File: config.mk
export PLATFORM = sky130hd
export DESIGN_NAME = trp_rate_cell
export DESIGN_NICKNAME = d
export VERILOG_FILES = /design/src/hw/rtl/trp_pkg.sv /design/src/hw/rtl/trp_rate_cell.sv
export SDC_FILE = /design/constraint.sdc
export NUM_CORES = 1
export LEC_CHECK = 0
export BUFFER_PORTS_ARGS = -buffer_cell sky130_fd_sc_hd__buf_4
export CORE_MARGIN = 5
export CORE_UTILIZATION = 40
export DETAILED_ROUTE_END_ITERATION = 6
export HOLD_SLACK_MARGIN = 0.12
export PLACE_DENSITY = 0.73
export SLEW_MARGIN = 20
export SYNTH_ARGS = -nofsm -noshare
export SYNTH_HDL_FRONTEND = slang
export SYNTH_SLANG_ARGS = --single-unit
File: constraint.sdc
create_clock -name clk -period 3.2 [get_ports clk]
set_input_delay 0.16 -clock clk [delete_from_list [all_inputs] [get_ports clk]]
set_output_delay 0.16 -clock clk [all_outputs]
set_load 0.03 [all_outputs]
File: src/hw/rtl/trp_pkg.sv
// Shared types, constants and status renumbering for the range result processor.
package trp_pkg;

  localparam int unsigned RATE_STEPS = 32;  // quotient bits of the per-SPAD rate divide
  localparam int unsigned SPAD_STEPS = 16;  // quotient bits of the SPAD request divide

  localparam logic [15:0] TARGET_RESET  = 16'd2560;
  localparam logic [10:0] GAIN_NUM      = 11'd2011;
  localparam logic [26:0] GAIN_ROUND    = 27'h0000400;
  localparam logic [15:0] RATE_CLIP     = 16'hFFFF;
  localparam logic [15:0] SPAD_FALLBACK = 16'h8000;

  // raw range status codes
  localparam logic [7:0] RAW_HW_FAIL_A    = 8'd1;
  localparam logic [7:0] RAW_HW_FAIL_B    = 8'd2;
  localparam logic [7:0] RAW_HW_FAIL_C    = 8'd3;
  localparam logic [7:0] RAW_SIG_FAIL_A   = 8'd4;
  localparam logic [7:0] RAW_OUT_BOUNDS   = 8'd5;
  localparam logic [7:0] RAW_SIG_FAIL_B   = 8'd6;
  localparam logic [7:0] RAW_WRAP_TARGET  = 8'd7;
  localparam logic [7:0] RAW_MIN_CLIPPED  = 8'd8;
  localparam logic [7:0] RAW_RANGE_DONE   = 8'd9;
  localparam logic [7:0] RAW_XTALK_SIGNAL = 8'd12;
  localparam logic [7:0] RAW_MIN_RANGE    = 8'd13;
  localparam logic [7:0] RAW_HW_FAIL_D    = 8'd17;
  localparam logic [7:0] RAW_SYNC_INT     = 8'd18;

  typedef enum logic [3:0] {
    ST_VALID         = 4'd0,
    ST_SIGNAL_FAIL   = 4'd1,
    ST_OUT_OF_BOUNDS = 4'd2,
    ST_HW_FAIL       = 4'd3,
    ST_VALID_NO_WRAP = 4'd4,
    ST_WRAP_TARGET   = 4'd5,
    ST_XTALK_SIGNAL  = 4'd6,
    ST_SYNC_INT      = 4'd7,
    ST_MIN_RANGE     = 4'd8,
    ST_VALID_CLIPPED = 4'd9,
    ST_NONE          = 4'd10
  } status_t;

  // Fields that ride alongside the divide cells unchanged; the bridge updates fallback and sat.
  typedef struct packed {
    logic [15:0] scaled_mm;
    status_t     status;
    logic [15:0] signal_rate;
    logic [15:0] ambient_rate;
    logic        fallback;   // a divisor was zero
    logic        sat;        // request saturates
  } trp_side_t;

  // Per-SPAD rate divide: (total << 16) / effective_spads
  typedef struct packed {
    trp_side_t   side;
    logic [15:0] rem;
    logic [31:0] dvd;        // dividend shifts out the top, quotient fills the bottom
    logic [15:0] spads;
  } trp_rate_t;

  // SPAD request divide: (target << 16) / per_spad, which fits 16 bits when sat is clear
  typedef struct packed {
    trp_side_t   side;
    logic [31:0] rem;
    logic [31:0] per;
    logic [15:0] quo;
  } trp_spad_t;

  function automatic status_t map_status(input logic [7:0] raw, input logic [7:0] stream);
    status_t st;
    case (raw)
      RAW_HW_FAIL_A, RAW_HW_FAIL_B, RAW_HW_FAIL_C, RAW_HW_FAIL_D: st = ST_HW_FAIL;
      RAW_SIG_FAIL_A, RAW_SIG_FAIL_B: st = ST_SIGNAL_FAIL;
      RAW_OUT_BOUNDS:   st = ST_OUT_OF_BOUNDS;
      RAW_WRAP_TARGET:  st = ST_WRAP_TARGET;
      RAW_MIN_CLIPPED:  st = ST_VALID_CLIPPED;
      RAW_RANGE_DONE:   st = (stream == 8'd0) ? ST_VALID_NO_WRAP : ST_VALID;
      RAW_XTALK_SIGNAL: st = ST_XTALK_SIGNAL;
      RAW_MIN_RANGE:    st = ST_MIN_RANGE;
      RAW_SYNC_INT:     st = ST_SYNC_INT;
      default:          st = ST_NONE;
    endcase
    return st;
  endfunction

endpackage

File: src/hw/rtl/trp_rate_cell.sv
// One restoring-divide step of the per-SPAD rate divide, with its own stage register.
module trp_rate_cell (
  input  logic               clk,
  input  logic               rst_n,
  input  logic               up_valid,
  input  trp_pkg::trp_rate_t up_data,
  output logic               up_ready,
  output logic               dn_valid,
  output trp_pkg::trp_rate_t dn_data,
  input  logic               dn_ready
);
  import trp_pkg::*;

  logic      valid_r, valid_nxt;
  trp_rate_t data_r, data_nxt;
  logic [16:0] shifted;
  logic [16:0] diff;
  logic        take;

  assign up_ready = !valid_r || dn_ready;

  always_comb begin
    shifted  = {up_data.rem, up_data.dvd[31]};
    diff     = shifted - {1'b0, up_data.spads};
    take     = (shifted >= {1'b0, up_data.spads});
    data_nxt = up_data;
    if (take) begin
      data_nxt.rem = diff[15:0];
    end else begin
      data_nxt.rem = shifted[15:0];
    end
    data_nxt.dvd = {up_data.dvd[30:0], take};
    valid_nxt    = up_ready ? up_valid : valid_r;
  end

  always_ff @(posedge clk) begin
    if (!rst_n) begin
      valid_r <= 1'b0;
    end else begin
      valid_r <= valid_nxt;
    end
  end

  always_ff @(posedge clk) begin
    if (up_ready && up_valid) begin
      data_r <= data_nxt;
    end
  end

  assign dn_valid = valid_r;
  assign dn_data  = data_r;

endmodule

Word-level counts from Yosys, hierarchy flattened. Index checks and enable logic that the tools add are counted. W data, S select, Z words.

Input bits: 122. Output and inout port bits: 120. Bits in registers: 119.

Reductions and logical operators: 3. Multiplexer cells: 1. $lt $le $gt $ge: 1. Add/sub/neg operators: 1.

Operators by type and width (count): $ge A17 B16 Y1 (1); $mux W16 (1); $sub A16 B16 Y16 (1); $logic_and A1 B1 Y1 (1); $logic_not A1 Y1 (1); $logic_or A1 B1 Y1 (1).

Longest topological paths before layout.
Depth in word-level cells: 3. Mapped depth: 12. Gate-level depth less buffers: 9.

Worst setup path after synthesis. Ideal clock, no wire load.

Kind: register to register. Start point: reg valid_r (netlist: dn_valid). End point: reg data_r (netlist bit dn_data[0]), enable pin. Stages on the path, launching flop included: 3. Data arrival time: 3501 ps. Required time: 2710 ps. Setup slack: -791 ps. Period minus slack after synthesis: 3991 ps. Cells stage by stage: dfxtp_1 -> nand2b_1 -> and2_1.

Word-level cells in the longest chain between the ends: 3.

RTL lines: start, declared (line trp_rate_cell.sv:14) `logic valid_r, valid_nxt;`; start signal, assigned (line trp_rate_cell.sv:40) `valid_r <= valid_nxt;`; $logic_not A1 Y1 (line trp_rate_cell.sv:20) `assign up_ready = !valid_r || dn_ready;`; $logic_or A1 B1 Y1 (line trp_rate_cell.sv:20); net up_ready (line trp_rate_cell.sv:7) `output logic up_ready,`; $logic_and A1 B1 Y1 (line trp_rate_cell.sv:45) `if (up_ready && up_valid) begin`; end signal, assigned (line trp_rate_cell.sv:46) `data_r <= data_nxt;`; end, declared (line trp_rate_cell.sv:15) `trp_rate_t data_r, data_nxt;`.

The timed path passes the listed nets, and every way through them passes these cells. A chain may end at the register's enable or synchronous reset.

==> flow_metrics.env <==
export IMPL_synthFlopType="edfxtp_1"
export IMPL_max_freq_mhz=364
export IMPL_drt_wl_total_mm=16.9
export IMPL_worstPathMaxFanout=11
export IMPL_yosysUniqueCellTypes=47
export IMPL_grt_max_degree=76
export IMPL_power_uw=4720
export IMPL_slowest_delay_ns=0.54
export IMPL_peakVddDrop_mv=0.278
export IMPL_rows=40
export IMPL_finClkSkew_ns=0.00840
export IMPL_clockPowerShare_pct=40.6
export IMPL_drcViolationCount=0
export IMPL_cts_root_buf="clkbuf_16"
export IMPL_start_kind="primary input"
export IMPL_synth_common_cells="edfxtp_1, inv_1, ha_1, nor2_1, o21ai_0"
export IMPL_powerDensity_mw_per_mm2=556
export IMPL_yosysWarningCount=0
export IMPL_finalSetupTns_ns=0
export IMPL_core_sq_mm=0.0119
export IMPL_place_gp_congestion=0.875
export IMPL_power_switching_uw=1230
export IMPL_dp_hpwl_mm=10.5
export IMPL_ys_ff_latch=119
export IMPL_internal_power_uw=3500
export IMPL_firstDrtPassIters=5
export IMPL_antenna_found_initial=1
export IMPL_cts_buffers=17
export IMPL_async_reset_ff_share_pct=0
export IMPL_cts_tree="yes"
export IMPL_cpLargestDelayFamily="compound AO/OA/AOI/OAI gates"
export IMPL_post_route_period_util_pct=85.9
export IMPL_worstMarginPinSlew_ns=0.617
export IMPL_synth_most_common_cell="edfxtp_1"
export IMPL_p_comb_share_pct=19.4
export IMPL_grtUsageTotal_pct=23.4
export IMPL_die_w_um=119
export IMPL_critPathSlowestCell="dlygate4sd3_1"
export IMPL_synth_nets=415
export IMPL_drive_gt1_share_pct=43.4
export IMPL_synth_edf_count=118
export IMPL_die_height_um=119
export IMPL_ioPinCount=242
export IMPL_p_leak_uw=0.00370
export IMPL_cap_viol_max_count=0
export IMPL_ant_nets=0
export IMPL_multi_input_area_sq_mm=0.00107
export IMPL_seqPwrFrac_pct=40.0
export IMPL_syn_avg_cell_area_sq_um=17.3
export IMPL_synth_area_leaders="edfxtp_1, ha_1, mux2_4, inv_1, o21ai_0"
export IMPL_grt_pass1_vias=4278
export IMPL_num_fill_cells=718
export IMPL_h_tree_depth=4
export IMPL_outcome="completed"
export IMPL_synth_top_area_share_pct=74.2
export IMPL_routedWlPerCell_um=20.9
export IMPL_start_util_pct=40.3
export IMPL_rsz0062_at_grt="no"
export IMPL_path_clk_slew_ns=0.06
export IMPL_grt_pass1_wl_mm=25.0
export IMPL_port_buffers=241
export IMPL_overflow=0
export IMPL_cts_resized=0
export IMPL_seq_area_sq_mm=0.00356
export IMPL_crit_arrival_ns=2.91
export IMPL_relSlewSlack_pct=58.9
export IMPL_netlist_area_sq_mm=0.00478
export IMPL_nets=789
export IMPL_cts_buffer_depth=2
export IMPL_p_sw_share_pct=26.0
export IMPL_path_buf_inv=4
export IMPL_worst_setup_path_end_kind="flop"
export IMPL_hold_viol_final=0
export IMPL_hp_class="in2reg"
export IMPL_critPathKind="in2reg"
export IMPL_cp_required_ns=3.36
export IMPL_setup_viol=0
export IMPL_path_cells="dlygate4sd3_1 > buf_4 > inv_1 > ha_1 > a21oi_2 > o21ai_1 > a221o_1 > a21boi_4 > and2_4 > inv_4 > mux2_4"
export IMPL_num_vias=4047
export IMPL_via_per_inst=4.99
export IMPL_die_area_sq_mm=0.0142
export IMPL_worstSkewPairLatency_ns=0.41
export IMPL_final_max_slew_viol_count=0
export IMPL_cts_num_sinks=119
export IMPL_initialDrtViolationCount=374
export IMPL_yosys_area_top_type="edfxtp_1"
export IMPL_min_period_ns=2.75
export IMPL_yosysSeqAreaShare_pct=74.6
export IMPL_area_growth_syn_to_layout_pct=78.0
export IMPL_syn_inst=276
==> cell type report <==
type,instances,area share [%]
Antenna cell,1,0.0294
Clock buffer,19,5.09
Clock inverter,13,1.82
Inverter,21,0.956
Multi-Input combinational cell,131,12.6
Sequential cell,119,41.9
Tap cell,147,2.16
Timing Repair Buffer,360,35.4
==> power groups by stage <==
stage	sequential (uW)	clock [uW]	combinational (uW)
after CTS	1880	1910	904
after floorplan	2120	0	240
after detailed placement	1910	0	777
final	1890	1920	917
after global routing	1900	2020	968
after global placement	1910	0	766
==> sequential cells by signal, indices dropped and copies added, names as in the netlist <==
| name | cells |
|---|---|
| dn_data | 118 |
| dn_valid | 1 |
==> metal layers <==
metal | wire length [um] | global-route usage (%) | up-vias
li1 | - | - | 1820
met1 | 6040 | 25.4 | 1972
met2 | 9130 | 42.6 | 224
met3 | 1430 | 8.55 | 31
met4 | 333 | 7.23 | 0
met5 | 0 | 0 | -
==> per-stage QoR <==
stage	util (%)	hold slack (ns)	setup WS [ns]	area [sq um]	cells
after detailed placement	56.8	0.339	0.637	6730	660
after CTS	71.6	0.125	0.506	8490	809
after floorplan	-	0.259	0.502	4780	276
after global placement	56.8	0.339	0.743	6730	660
after global routing	71.7	0.213	0.333	8500	811
final	71.7	0.152	0.451	8500	811
==> what timing repair did <==
action                                  4_1_cts  5_1_grt
endpoints found under the hold margin       116        1
buffers inserted                              0        0
endpoints found under the setup margin        0        0
hold buffers                                117        1
==> worst paths after layout <==
check                 end  cells after the start  slack (ns)         from
max           dn_data[55]                     11        0.45   up_data[8]
min           dn_data[62]                      3        0.15  up_data[61]
max reg2reg   dn_data[95]                      3        1.38     dn_valid
min reg2reg  dn_data[100]                      2        1.02     dn_valid
==> cell families (layout without fill, tap and decap cells) <==
kind of cell | Yosys count | in the layout | synth area share, %
compound gates | 53 | 53 | 8.61
xor+xnor | 9 | 9 | 1.65
fa+ha+maj | 17 | 17 | 4.61
buf+inv | 26 | 413 | 2.98
flops | 119 | 119 | 74.6
mux | 10 | 10 | 2.96
other cells | 0 | 1 | 0
simple gates | 42 | 42 | 4.61
==> tightest hold or removal path: cells and delay by family <==
family / cells / cell delay, ns
buffers and inverters: 1 / 0.10
AOI/OAI and AO/OA: 1 / 0.10
and+or+nand+nor: 1 / 0.06
==> cells in the final DEF (no fill, tap or decap), types with 4 or more instances in the layout <==
cell type / instances
o21ai_0: 9
xor2_1: 4
edfxtp_1: 118
o31ai_1: 5
nand3_1: 7
inv_1: 20
a21o_1: 5
buf_4: 241
nor2_1: 12
a21boi_0: 4
o21a_1: 6
xnor2_1: 5
ha_1: 16
clkbuf_16: 17
mux2_4: 8
dlygate4sd3_1: 118
clkinvlp_4: 5
nand2_1: 5
Power figures use the tool's default switching activity.
