**src/hw/rtl/trp_pkg.sv**
```systemverilog
// Shared types, constants and status renumbering for the range result processor.
package trp_pkg;

  localparam int unsigned RATE_STEPS = 32;  // quotient bits of the per-SPAD rate divide
  localparam int unsigned SPAD_STEPS = 16;  // quotient bits of the SPAD request divide

  localparam logic [15:0] TARGET_RESET  = 16'd2560;
  localparam logic [10:0] GAIN_NUM      = 11'd2011;
  localparam logic [26:0] GAIN_ROUND    = 27'h0000400;
  localparam logic [15:0] RATE_CLIP     = 16'hFFFF;
  localparam logic [15:0] SPAD_FALLBACK = 16'h8000;

  // raw range status codes
  localparam logic [7:0] RAW_HW_FAIL_A    = 8'd1;
  localparam logic [7:0] RAW_HW_FAIL_B    = 8'd2;
  localparam logic [7:0] RAW_HW_FAIL_C    = 8'd3;
  localparam logic [7:0] RAW_SIG_FAIL_A   = 8'd4;
  localparam logic [7:0] RAW_OUT_BOUNDS   = 8'd5;
  localparam logic [7:0] RAW_SIG_FAIL_B   = 8'd6;
  localparam logic [7:0] RAW_WRAP_TARGET  = 8'd7;
  localparam logic [7:0] RAW_MIN_CLIPPED  = 8'd8;
  localparam logic [7:0] RAW_RANGE_DONE   = 8'd9;
  localparam logic [7:0] RAW_XTALK_SIGNAL = 8'd12;
  localparam logic [7:0] RAW_MIN_RANGE    = 8'd13;
  localparam logic [7:0] RAW_HW_FAIL_D    = 8'd17;
  localparam logic [7:0] RAW_SYNC_INT     = 8'd18;

  typedef enum logic [3:0] {
    ST_VALID         = 4'd0,
    ST_SIGNAL_FAIL   = 4'd1,
    ST_OUT_OF_BOUNDS = 4'd2,
    ST_HW_FAIL       = 4'd3,
    ST_VALID_NO_WRAP = 4'd4,
    ST_WRAP_TARGET   = 4'd5,
    ST_XTALK_SIGNAL  = 4'd6,
    ST_SYNC_INT      = 4'd7,
    ST_MIN_RANGE     = 4'd8,
    ST_VALID_CLIPPED = 4'd9,
    ST_NONE          = 4'd10
  } status_t;

  // Fields that ride alongside the divide cells unchanged; the bridge updates fallback and sat.
  typedef struct packed {
    logic [15:0] scaled_mm;
    status_t     status;
    logic [15:0] signal_rate;
    logic [15:0] ambient_rate;
    logic        fallback;   // a divisor was zero
    logic        sat;        // request saturates
  } trp_side_t;

  // Per-SPAD rate divide: (total << 16) / effective_spads
  typedef struct packed {
    trp_side_t   side;
    logic [15:0] rem;
    logic [31:0] dvd;        // dividend shifts out the top, quotient fills the bottom
    logic [15:0] spads;
  } trp_rate_t;

  // SPAD request divide: (target << 16) / per_spad, which fits 16 bits when sat is clear
  typedef struct packed {
    trp_side_t   side;
    logic [31:0] rem;
    logic [31:0] per;
    logic [15:0] quo;
  } trp_spad_t;

  function automatic status_t map_status(input logic [7:0] raw, input logic [7:0] stream);
    status_t st;
    case (raw)
      RAW_HW_FAIL_A, RAW_HW_FAIL_B, RAW_HW_FAIL_C, RAW_HW_FAIL_D: st = ST_HW_FAIL;
      RAW_SIG_FAIL_A, RAW_SIG_FAIL_B: st = ST_SIGNAL_FAIL;
      RAW_OUT_BOUNDS:   st = ST_OUT_OF_BOUNDS;
      RAW_WRAP_TARGET:  st = ST_WRAP_TARGET;
      RAW_MIN_CLIPPED:  st = ST_VALID_CLIPPED;
      RAW_RANGE_DONE:   st = (stream == 8'd0) ? ST_VALID_NO_WRAP : ST_VALID;
      RAW_XTALK_SIGNAL: st = ST_XTALK_SIGNAL;
      RAW_MIN_RANGE:    st = ST_MIN_RANGE;
      RAW_SYNC_INT:     st = ST_SYNC_INT;
      default:          st = ST_NONE;
    endcase
    return st;
  endfunction

endpackage

```
**src/hw/rtl/trp_spad_cell.sv**
```systemverilog
// One restoring-divide step of the SPAD request divide, with its own stage register.
module trp_spad_cell (
  input  logic               clk,
  input  logic               rst_n,
  input  logic               up_valid,
  input  trp_pkg::trp_spad_t up_data,
  output logic               up_ready,
  output logic               dn_valid,
  output trp_pkg::trp_spad_t dn_data,
  input  logic               dn_ready
);
  import trp_pkg::*;

  logic      valid_r, valid_nxt;
  trp_spad_t data_r, data_nxt;
  logic [32:0] shifted;
  logic [32:0] diff;
  logic        take;

  assign up_ready = !valid_r || dn_ready;

  always_comb begin
    shifted  = {up_data.rem, 1'b0};
    diff     = shifted - {1'b0, up_data.per};
    take     = (shifted >= {1'b0, up_data.per});
    data_nxt = up_data;
    if (take) begin
      data_nxt.rem = diff[31:0];
    end else begin
      data_nxt.rem = shifted[31:0];
    end
    data_nxt.quo = {up_data.quo[14:0], take};
    valid_nxt    = up_ready ? up_valid : valid_r;
  end

  always_ff @(posedge clk) begin
    if (!rst_n) begin
      valid_r <= 1'b0;
    end else begin
      valid_r <= valid_nxt;
    end
  end

  always_ff @(posedge clk) begin
    if (up_ready && up_valid) begin
      data_r <= data_nxt;
    end
  end

  assign dn_valid = valid_r;
  assign dn_data  = data_r;

endmodule

```
**config.mk**
```make
export PLATFORM = sky130hd
export DESIGN_NAME = trp_spad_cell
export DESIGN_NICKNAME = d
export VERILOG_FILES = /design/src/hw/rtl/trp_pkg.sv /design/src/hw/rtl/trp_spad_cell.sv
export SDC_FILE = /design/constraint.sdc
export NUM_CORES = 1
export LEC_CHECK = 0
export CAP_MARGIN = 20
export CORE_MARGIN = 2
export CORE_UTILIZATION = 63
export DETAILED_ROUTE_END_ITERATION = 10
export DONT_BUFFER_PORTS = 1
export HOLD_SLACK_MARGIN = 0.15
export PLACE_DENSITY = 0.79
export SLEW_MARGIN = 20
export SYNTH_ARGS = -nofsm -noshare
export SYNTH_HDL_FRONTEND = slang
export SYNTH_SLANG_ARGS = --single-unit
export TNS_END_PERCENT = 50
```
**constraint.sdc**
```tcl
create_clock -name clk -period 5 [get_ports clk]
set_clock_uncertainty 0.15 [all_clocks]
set_input_delay 0.25 -clock clk [delete_from_list [all_inputs] [get_ports clk]]
set_output_delay 0.25 -clock clk [all_outputs]
set_load 0.05 [all_outputs]
```
==> results of run 1 <==
## kinds of logic after synthesis
group                    Yosys count  share of synthesized area, %
multiplexers                      29                          6.10
AO/OA/AOI/OAI                    103                          11.0
AND/OR/NAND/NOR                   84                          6.97
buffers and inverters             50                          3.76
XOR/XNOR                          25                          3.38
flip-flops                       135                          62.4
adder cells (fa/ha/maj)           33                          6.48
## through the flow
stage | instance area, um^2 | instances | hold WS (ps) | setup slack, ps | utilization, %
2_1_floorplan | 6480 | 459 | 199 | 225 | -
3_3_place_gp | 6580 | 585 | 199 | 1650 | 64.9
3_5_place_dp | 6580 | 585 | 199 | 1590 | 64.9
==> impl_metrics.yaml, run 1 <==
place:
  gp_congestion: 0.902
  io_buffers: 0
  place_hpwl_mm: 11.3
clocking:
  cts_buffers: 17
  post_cts_buffers: 0
  ctsHoldBuffers: 124
  htreeDepth: 4
  root_buffer: "clkbuf_8"
  cts_sinks: 135
  cts_buffer_depth: 2
  cts_resized: 0
logic_synthesis:
  synth_top_cell_by_area: "edfxtp_1"
  syn-num-nets: 630
  synth_top_cells_by_count: "edfxtp_1 (134), inv_1 (36), ha_1 (32), a21oi_1 (23), mux2_4 (19)"
  synthFlopType: "edfxtp_1"
  ys_warn_count: 0
  synth.avg_cell_area_um2: 14.1
  ys_ff_latch: 135
  synthCells: 459
  yosysMostFrequentCell: "edfxtp_1"
  synthArstFlopShare_pct: 0
  syn_area_um2: 6480
  synth.distinct_cells: 57
  synth_top_area_share_pct: 62.0
  synth_edf_count: 134
  synthTopCellsByArea: "edfxtp_1 (62%), ha_1 (6.2%), mux2_4 (4.4%)"
  yosysSeqAreaShare_pct: 62.4
outcome:
  status: "stopped before the end"
  haltStage: "clock tree synthesis (4_1_cts)"
  first-error: "[ERROR RSZ-0060] Max buffer count reached."
floorplanning:
  die_h_um: 105
  io_pins: 274
  rows: 37
  fp.dieW_um: 105
  start_util_pct: 64.0
==> run 2: changes to the inputs <==
--- a/config.mk
+++ b/config.mk
@@ -7,11 +7,10 @@
 export LEC_CHECK = 0
 export CAP_MARGIN = 20
 export CORE_MARGIN = 2
-export CORE_UTILIZATION = 63
+export CORE_UTILIZATION = 40
 export DETAILED_ROUTE_END_ITERATION = 10
 export DONT_BUFFER_PORTS = 1
-export HOLD_SLACK_MARGIN = 0.15
-export PLACE_DENSITY = 0.79
+export PLACE_DENSITY_LB_ADDON = 0.15
 export SLEW_MARGIN = 20
 export SYNTH_ARGS = -nofsm -noshare
 export SYNTH_HDL_FRONTEND = slang
==> run 2 against run 1 <==
The run now ends clean. Synthesized area is the same. Synthesized cell count is the same.
==> impl_metrics.yaml, run 2 <==
place:
  gp_congestion: 0.791
  place_hpwl_mm: 11.0
  placed_area_um2: 6690
  io_buffers: 0
  post-place-ws_ps: 1620
logic_synthesis:
  synth.distinct_cells: 57
  synthTopCellsByArea: "edfxtp_1 (62%), ha_1 (6.2%), mux2_4 (4.4%)"
  ys_warn_count: 0
  synth_top_area_share_pct: 62.0
  ys_ff_latch: 135
  syn_area_um2: 6480
  synth_edf_count: 134
  synth_top_cell_by_area: "edfxtp_1"
  synth.avg_cell_area_um2: 14.1
  yosysSeqAreaShare_pct: 62.4
  synthCells: 459
  synthArstFlopShare_pct: 0
  syn-num-nets: 630
  synth_top_cells_by_count: "edfxtp_1 (134), inv_1 (36), ha_1 (32), a21oi_1 (23), mux2_4 (19)"
  yosysMostFrequentCell: "edfxtp_1"
  synthFlopType: "edfxtp_1"
floorplanning:
  rows: 46
  io_pins: 274
  dieArea_um2: 17200
  die_h_um: 131
  fp.dieW_um: 131
  core-area_um2: 15900
  start_util_pct: 40.8
timing:
  maxSlewViolCount: 0
  tightestPinTransition_ps: 695
  setup_slack_ps: 1800
  rsz0062_at_grt: "false"
  max_slew_margin_pct: 53.7
  fin_crit_sh_pct: 64.0
  finalSetupTns_ps: 0
  finalHoldViolCount: 0
  period_minus_slack_ps: 3200
  clock.fmax_mhz: 313
  setup_viol: 0
layout:
  n_antenna_cell: 0
  area_delta_synth_final_pct: 32.6
  finalInstanceArea_um2: 8600
  largest_reg_flops: 134
  nFillCells: 1347
  final_cell_mix: "edfxtp_1 (134), dlygate4sd3_1 (134), inv_1 (36)"
  multi_input_area_um2: 2200
  post-route-util_pct: 54.1
  fin_nets: 772
  seqCellArea_um2: 4040
  drive_gt1_share_pct: 11.7
outcome:
  status: "completed"
critical_path:
  endpoint_kind: "flop"
  crit_buf_inv: 3
  crit_top_cell: "o31ai_1"
  worst_path_largest_cell_delay_ps: 540
  crit_arrival_ps: 3210
  worstPathMaxFanout: 5
  path_cells: "dlygate4sd3_1, inv_1, fa_1, nor2b_1, o31a_1, o31ai_1, buf_4, o31ai_1, a211oi_1, mux2i_1, o211ai_1, mux2_4"
  required_ps: 5010
  slowest_stage: "dlygate4sd3_1"
  worstSetupPathType: "primary input to flop"
  cp_top_family: "compound AO/OA/AOI/OAI gates"
  worst_setup_path_start_kind: "primary input"
min_path:
  hp-class: "primary input to flop"
power:
  p_sw_w: 0.00105
  p_clk_share_pct: 35.8
  power_w: 0.00336
  p_leak_nw: 3.33
  p_int_w: 0.00231
  swShare_pct: 31.3
  power_density_nw_per_um2: 391
  peakVddDrop_mv: 0.226
  combPwrFrac_pct: 13.8
  power_frac_seq_pct: 50.3
clocking:
  path_clk_slew_ps: 70
  cts_buffer_depth: 2
  ctsHoldBuffers: 134
  htreeDepth: 4
  cts_sinks: 135
  root_buffer: "clkbuf_16"
  cts_buffers: 17
  clk_latency_ps: 420
  post_cts_buffers: 0
  cts_resized: 0
  cts_tree: "yes"
route:
  vias: 4303
  drt_iter0_drc: 191
  antenna_left: 0
  wirelength_mm: 16.2
  route.detailed.drc: 0
  wire_per_inst_um: 19.6
  routed_via_density: 5.18
  first_pass_iters: 4
grt:
  grt_max_degree: 135
  grt_first_pass_wirelength_mm: 25.1
  antenna_found_initial: 0
  grt_use_total_pct: 19.0
  grt_overflow: 0
  grt_pass1_vias: 4610
flow_run:
  cap_violations: 0
==> run 2: cell counts after synthesis <==
Identical to the previous run, type by type.
==> run 2: metrics by stage <==
step / cells / hold slack [ps]
3_5_place_dp: 664 / 199
5_1_grt: 830 / 31.0
3_3_place_gp: 664 / 199
4_1_cts: 830 / 23.5
6_report: 830 / 38.2
2_1_floorplan: 459 / 199
==> run 2: kinds of logic after synthesis <==
| family | count (synthesis) | share of synthesized area, % |
|---|---|---|
| compound gates | 103 | 11.0 |
| xor+xnor | 25 | 3.38 |
| fa+ha+maj | 33 | 6.48 |
| buf+inv | 50 | 3.76 |
| flops | 135 | 62.4 |
| mux | 29 | 6.10 |
| simple gates | 84 | 6.97 |
==> run 2: cell type report <==
type	instances	share of cell area (%)
Sequential cell	135	47.0
Multi-Input combinational cell	274	25.6
Timing Repair Buffer	136	15.9
Clock buffer	18	4.99
Tap cell	216	3.14
Inverter	37	1.70
Clock inverter	14	1.62
==> run 2: layer usage <==
| layer | global-route usage [%] | routed length, um |
|---|---|---|
| met1 | 20.5 | 6200 |
| met2 | 34.6 | 8600 |
| met3 | 6.56 | 1160 |
| met4 | 6.58 | 289 |
| met5 | 0 | 0 |
==> run 2: power by group through the flow <==
| stage | Sequential [W] | Clock, W | Combinational, W |
|---|---|---|---|
| 6_report | 0.00169 | 0.00120 | 0.000465 |
| 5_1_grt | 0.00170 | 0.00129 | 0.000512 |
| 4_1_cts | 0.00169 | 0.00123 | 0.000469 |
| 3_5_place_dp | 0.00171 | 0 | 0.000379 |
| 3_3_place_gp | 0.00171 | 0 | 0.000376 |
| 2_1_floorplan | 0.00170 | 0 | 0.000314 |
==> run 2: path summary, 6_finish.rpt <==
path | slack (ps) | from | endpoint | cells past startpoint
max reg2reg | 2630 | dn_valid | dn_data[72] | 3
min reg2reg | 1610 | dn_valid | dn_valid | 3
min | 40 | up_data[17] | dn_data[49] | 2
max | 1800 | up_data[48] | dn_data[78] | 12
Power figures use the tool's default switching activity.
==> run 3: changes to the inputs <==
==> constraint.sdc (replaced) <==
create_clock -name clk -period 2.9 [get_ports clk]
set_clock_uncertainty 0.15 [all_clocks]
set_input_delay 0.145 -clock clk [delete_from_list [all_inputs] [get_ports clk]]
set_output_delay 0.145 -clock clk [all_outputs]
set_load 0.05 [all_outputs]
==> run 3 against run 2 <==
Design area rose by 5.3%. Register-to-register slack got worse by 1800 ps. First-iteration DRC count grew 20%. Via count rose by 3.9%. Critical path depth decreased by 1. Worst hold slack worse by 8.2 ps. Utilization up 2.9 points. Sequential power is 73% higher. Cell count rose by 6.0%.
==> impl_metrics.yaml, run 3 (synthesized netlist as in run 2, its figures left out) <==
outcome:
  status: "completed"
layout:
  final_common_cell: "dlygate4sd3_1"
  area_delta_synth_final_pct: 39.6
  fin_nets: 822
  finalInstanceArea_um2: 9050
  nFillCells: 1311
  drive_gt1_share_pct: 18.2
  multi_input_area_um2: 2220
  seqCellArea_um2: 4040
  final_cell_mix: "dlygate4sd3_1 (136), edfxtp_1 (134), buf_4 (49)"
  largest_reg_flops: 134
  n_antenna_cell: 0
timing:
  setup_slack_ps: 134
  rsz0062_at_grt: "false"
  max_slew_margin_pct: 60.4
  maxSlewViolCount: 0
  clock.fmax_mhz: 362
  setup_viol: 0
  finalHoldViolCount: 0
  period_minus_slack_ps: 2770
  fin_crit_sh_pct: 95.4
  tightestPinTransition_ps: 593
floorplanning:
  start_util_pct: 40.8
  rows: 46
  die_h_um: 131
  io_pins: 274
  fp.dieW_um: 131
  dieArea_um2: 17200
  core-area_um2: 15900
grt:
  antenna_found_initial: 0
  grt_use_total_pct: 20.2
  grt_first_pass_wirelength_mm: 26.5
  grt_pass1_vias: 4705
  grt_overflow: 0
  grt_max_degree: 86
place:
  gp_congestion: 0.805
  post-place-ws_ps: -81.5
  io_buffers: 0
  placed_area_um2: 7050
  place_hpwl_mm: 12.0
clocking:
  clk_latency_ps: 410
  cts_tree: "yes"
  root_buffer: "clkbuf_16"
  cts_sinks: 135
  path_clk_slew_ps: 60
  cts_buffers: 17
  cts_buffer_depth: 2
  htreeDepth: 4
min_path:
  hp-class: "primary input to flop"
  min_from: "up_data[79]"
  holdPathEnd: "dn_data[48]"
  hold_path_depth: 3
route:
  routed_via_density: 5.08
  first_pass_iters: 5
  wire_per_inst_um: 19.9
  antenna_left: 0
  route.detailed.drc: 0
  wirelength_mm: 17.5
  drt_iter0_drc: 229
  vias: 4471
critical_path:
  worst_path_largest_cell_delay_ps: 560
  worstPathMaxFanout: 6
  path_cells: "inv_1, ha_1, a211oi_2, nor2_1, or4b_4, o2111ai_4, a21oi_4, o21ai_4, and3_4, mux2i_1, dlygate4sd3_1"
  r2r_end: "dn_data[91]"
  cp_top_family: "simple AND/OR/NAND/NOR gates"
  slowest_stage: "dlygate4sd3_1"
  reg2reg_slack_ps: 830
  endpoint_kind: "flop"
  r2r_start: "dn_valid"
  crit_buf_inv: 2
  cp.depth: 11
  required_ps: 2910
  worstSetupPathType: "primary input to flop"
  worst_setup_path_start_kind: "primary input"
  crit_arrival_ps: 2780
  worst-r2r-cell-count: 4
power:
  swShare_pct: 30.6
  p_clk_share_pct: 37.3
  p_leak_nw: 3.59
  combPwrFrac_pct: 14.8
  power_w: 0.00609
  p_int_w: 0.00422
  peakVddDrop_mv: 0.385
  power_frac_seq_pct: 47.9
  power_density_nw_per_um2: 673
  p_sw_w: 0.00187
flow_run:
  cap_violations: 0
-- run 3: cell count changes in the layout (fill, tap and decap cells not counted), moves of 2 or more --
cell / delta
buf_4: +48
inv_6: -2
bufinv_16: +2
dlygate4sd3_1: +2
-- run 3: worst max-delay path by stage --
| stage | to | slack, ps | start |
|---|---|---|---|
| global route | dn_data[49] | 50 | up_data[26] |
| global placement | dn_data[61] | -40 | up_data[26] |
| finish | dn_data[49] | 130 | up_data[26] |
| detailed placement | dn_data[61] | -80 | up_data[30] |
| floorplan | dn_data[58] | -120 | up_data[26] |
| CTS | dn_data[49] | 50 | up_data[30] |
-- run 3: repair_timing --
action,4_1_cts,5_1_grt
gates resized for setup,0,3
hold endpoints to repair,134,0
hold buffers,136,0
buffers inserted,0,1
setup endpoints to repair,0,1
-- run 3: final cells by class --
class | instances | area share, %
Clock buffer | 18 | 4.74
Clock inverter | 14 | 2.09
Inverter | 37 | 1.62
Multi-Input combinational cell | 274 | 24.6
Sequential cell | 135 | 44.7
Tap cell | 216 | 2.99
Timing Repair Buffer | 186 | 19.3
-- run 3: tightest hold or removal path, cell delays in order --
cell	delay, ps
a211oi_1	40
and3_4	190
nor2_1	100
-- run 3: power groups by stage --
stage | sequential (W) | clock [W] | combinational, W
after floorplan | 0.00293 | 0 | 0.000543
after global placement | 0.00296 | 0 | 0.000734
after detailed placement | 0.00296 | 0 | 0.000745
after CTS | 0.00292 | 0.00233 | 0.000904
after global routing | 0.00293 | 0.00241 | 0.000988
final | 0.00292 | 0.00227 | 0.000904
-- run 3: stage by stage --
stage	TNS [ps]	utilization [%]	hold WS [ps]	cells
after floorplan	-2200	-	93.9	459
final	0	57.0	29.9	880
after CTS	0	56.8	53.0	880
after global placement	-935	44.4	93.9	712
after detailed placement	-1830	44.4	93.9	712
after global routing	0	57.0	33.5	880
-- run 3: routing by layer --
metal	wire length, um	global-route usage (%)
met5	0	0
met4	295	6.64
met3	1120	6.13
met2	9530	38.2
met1	6550	21.3
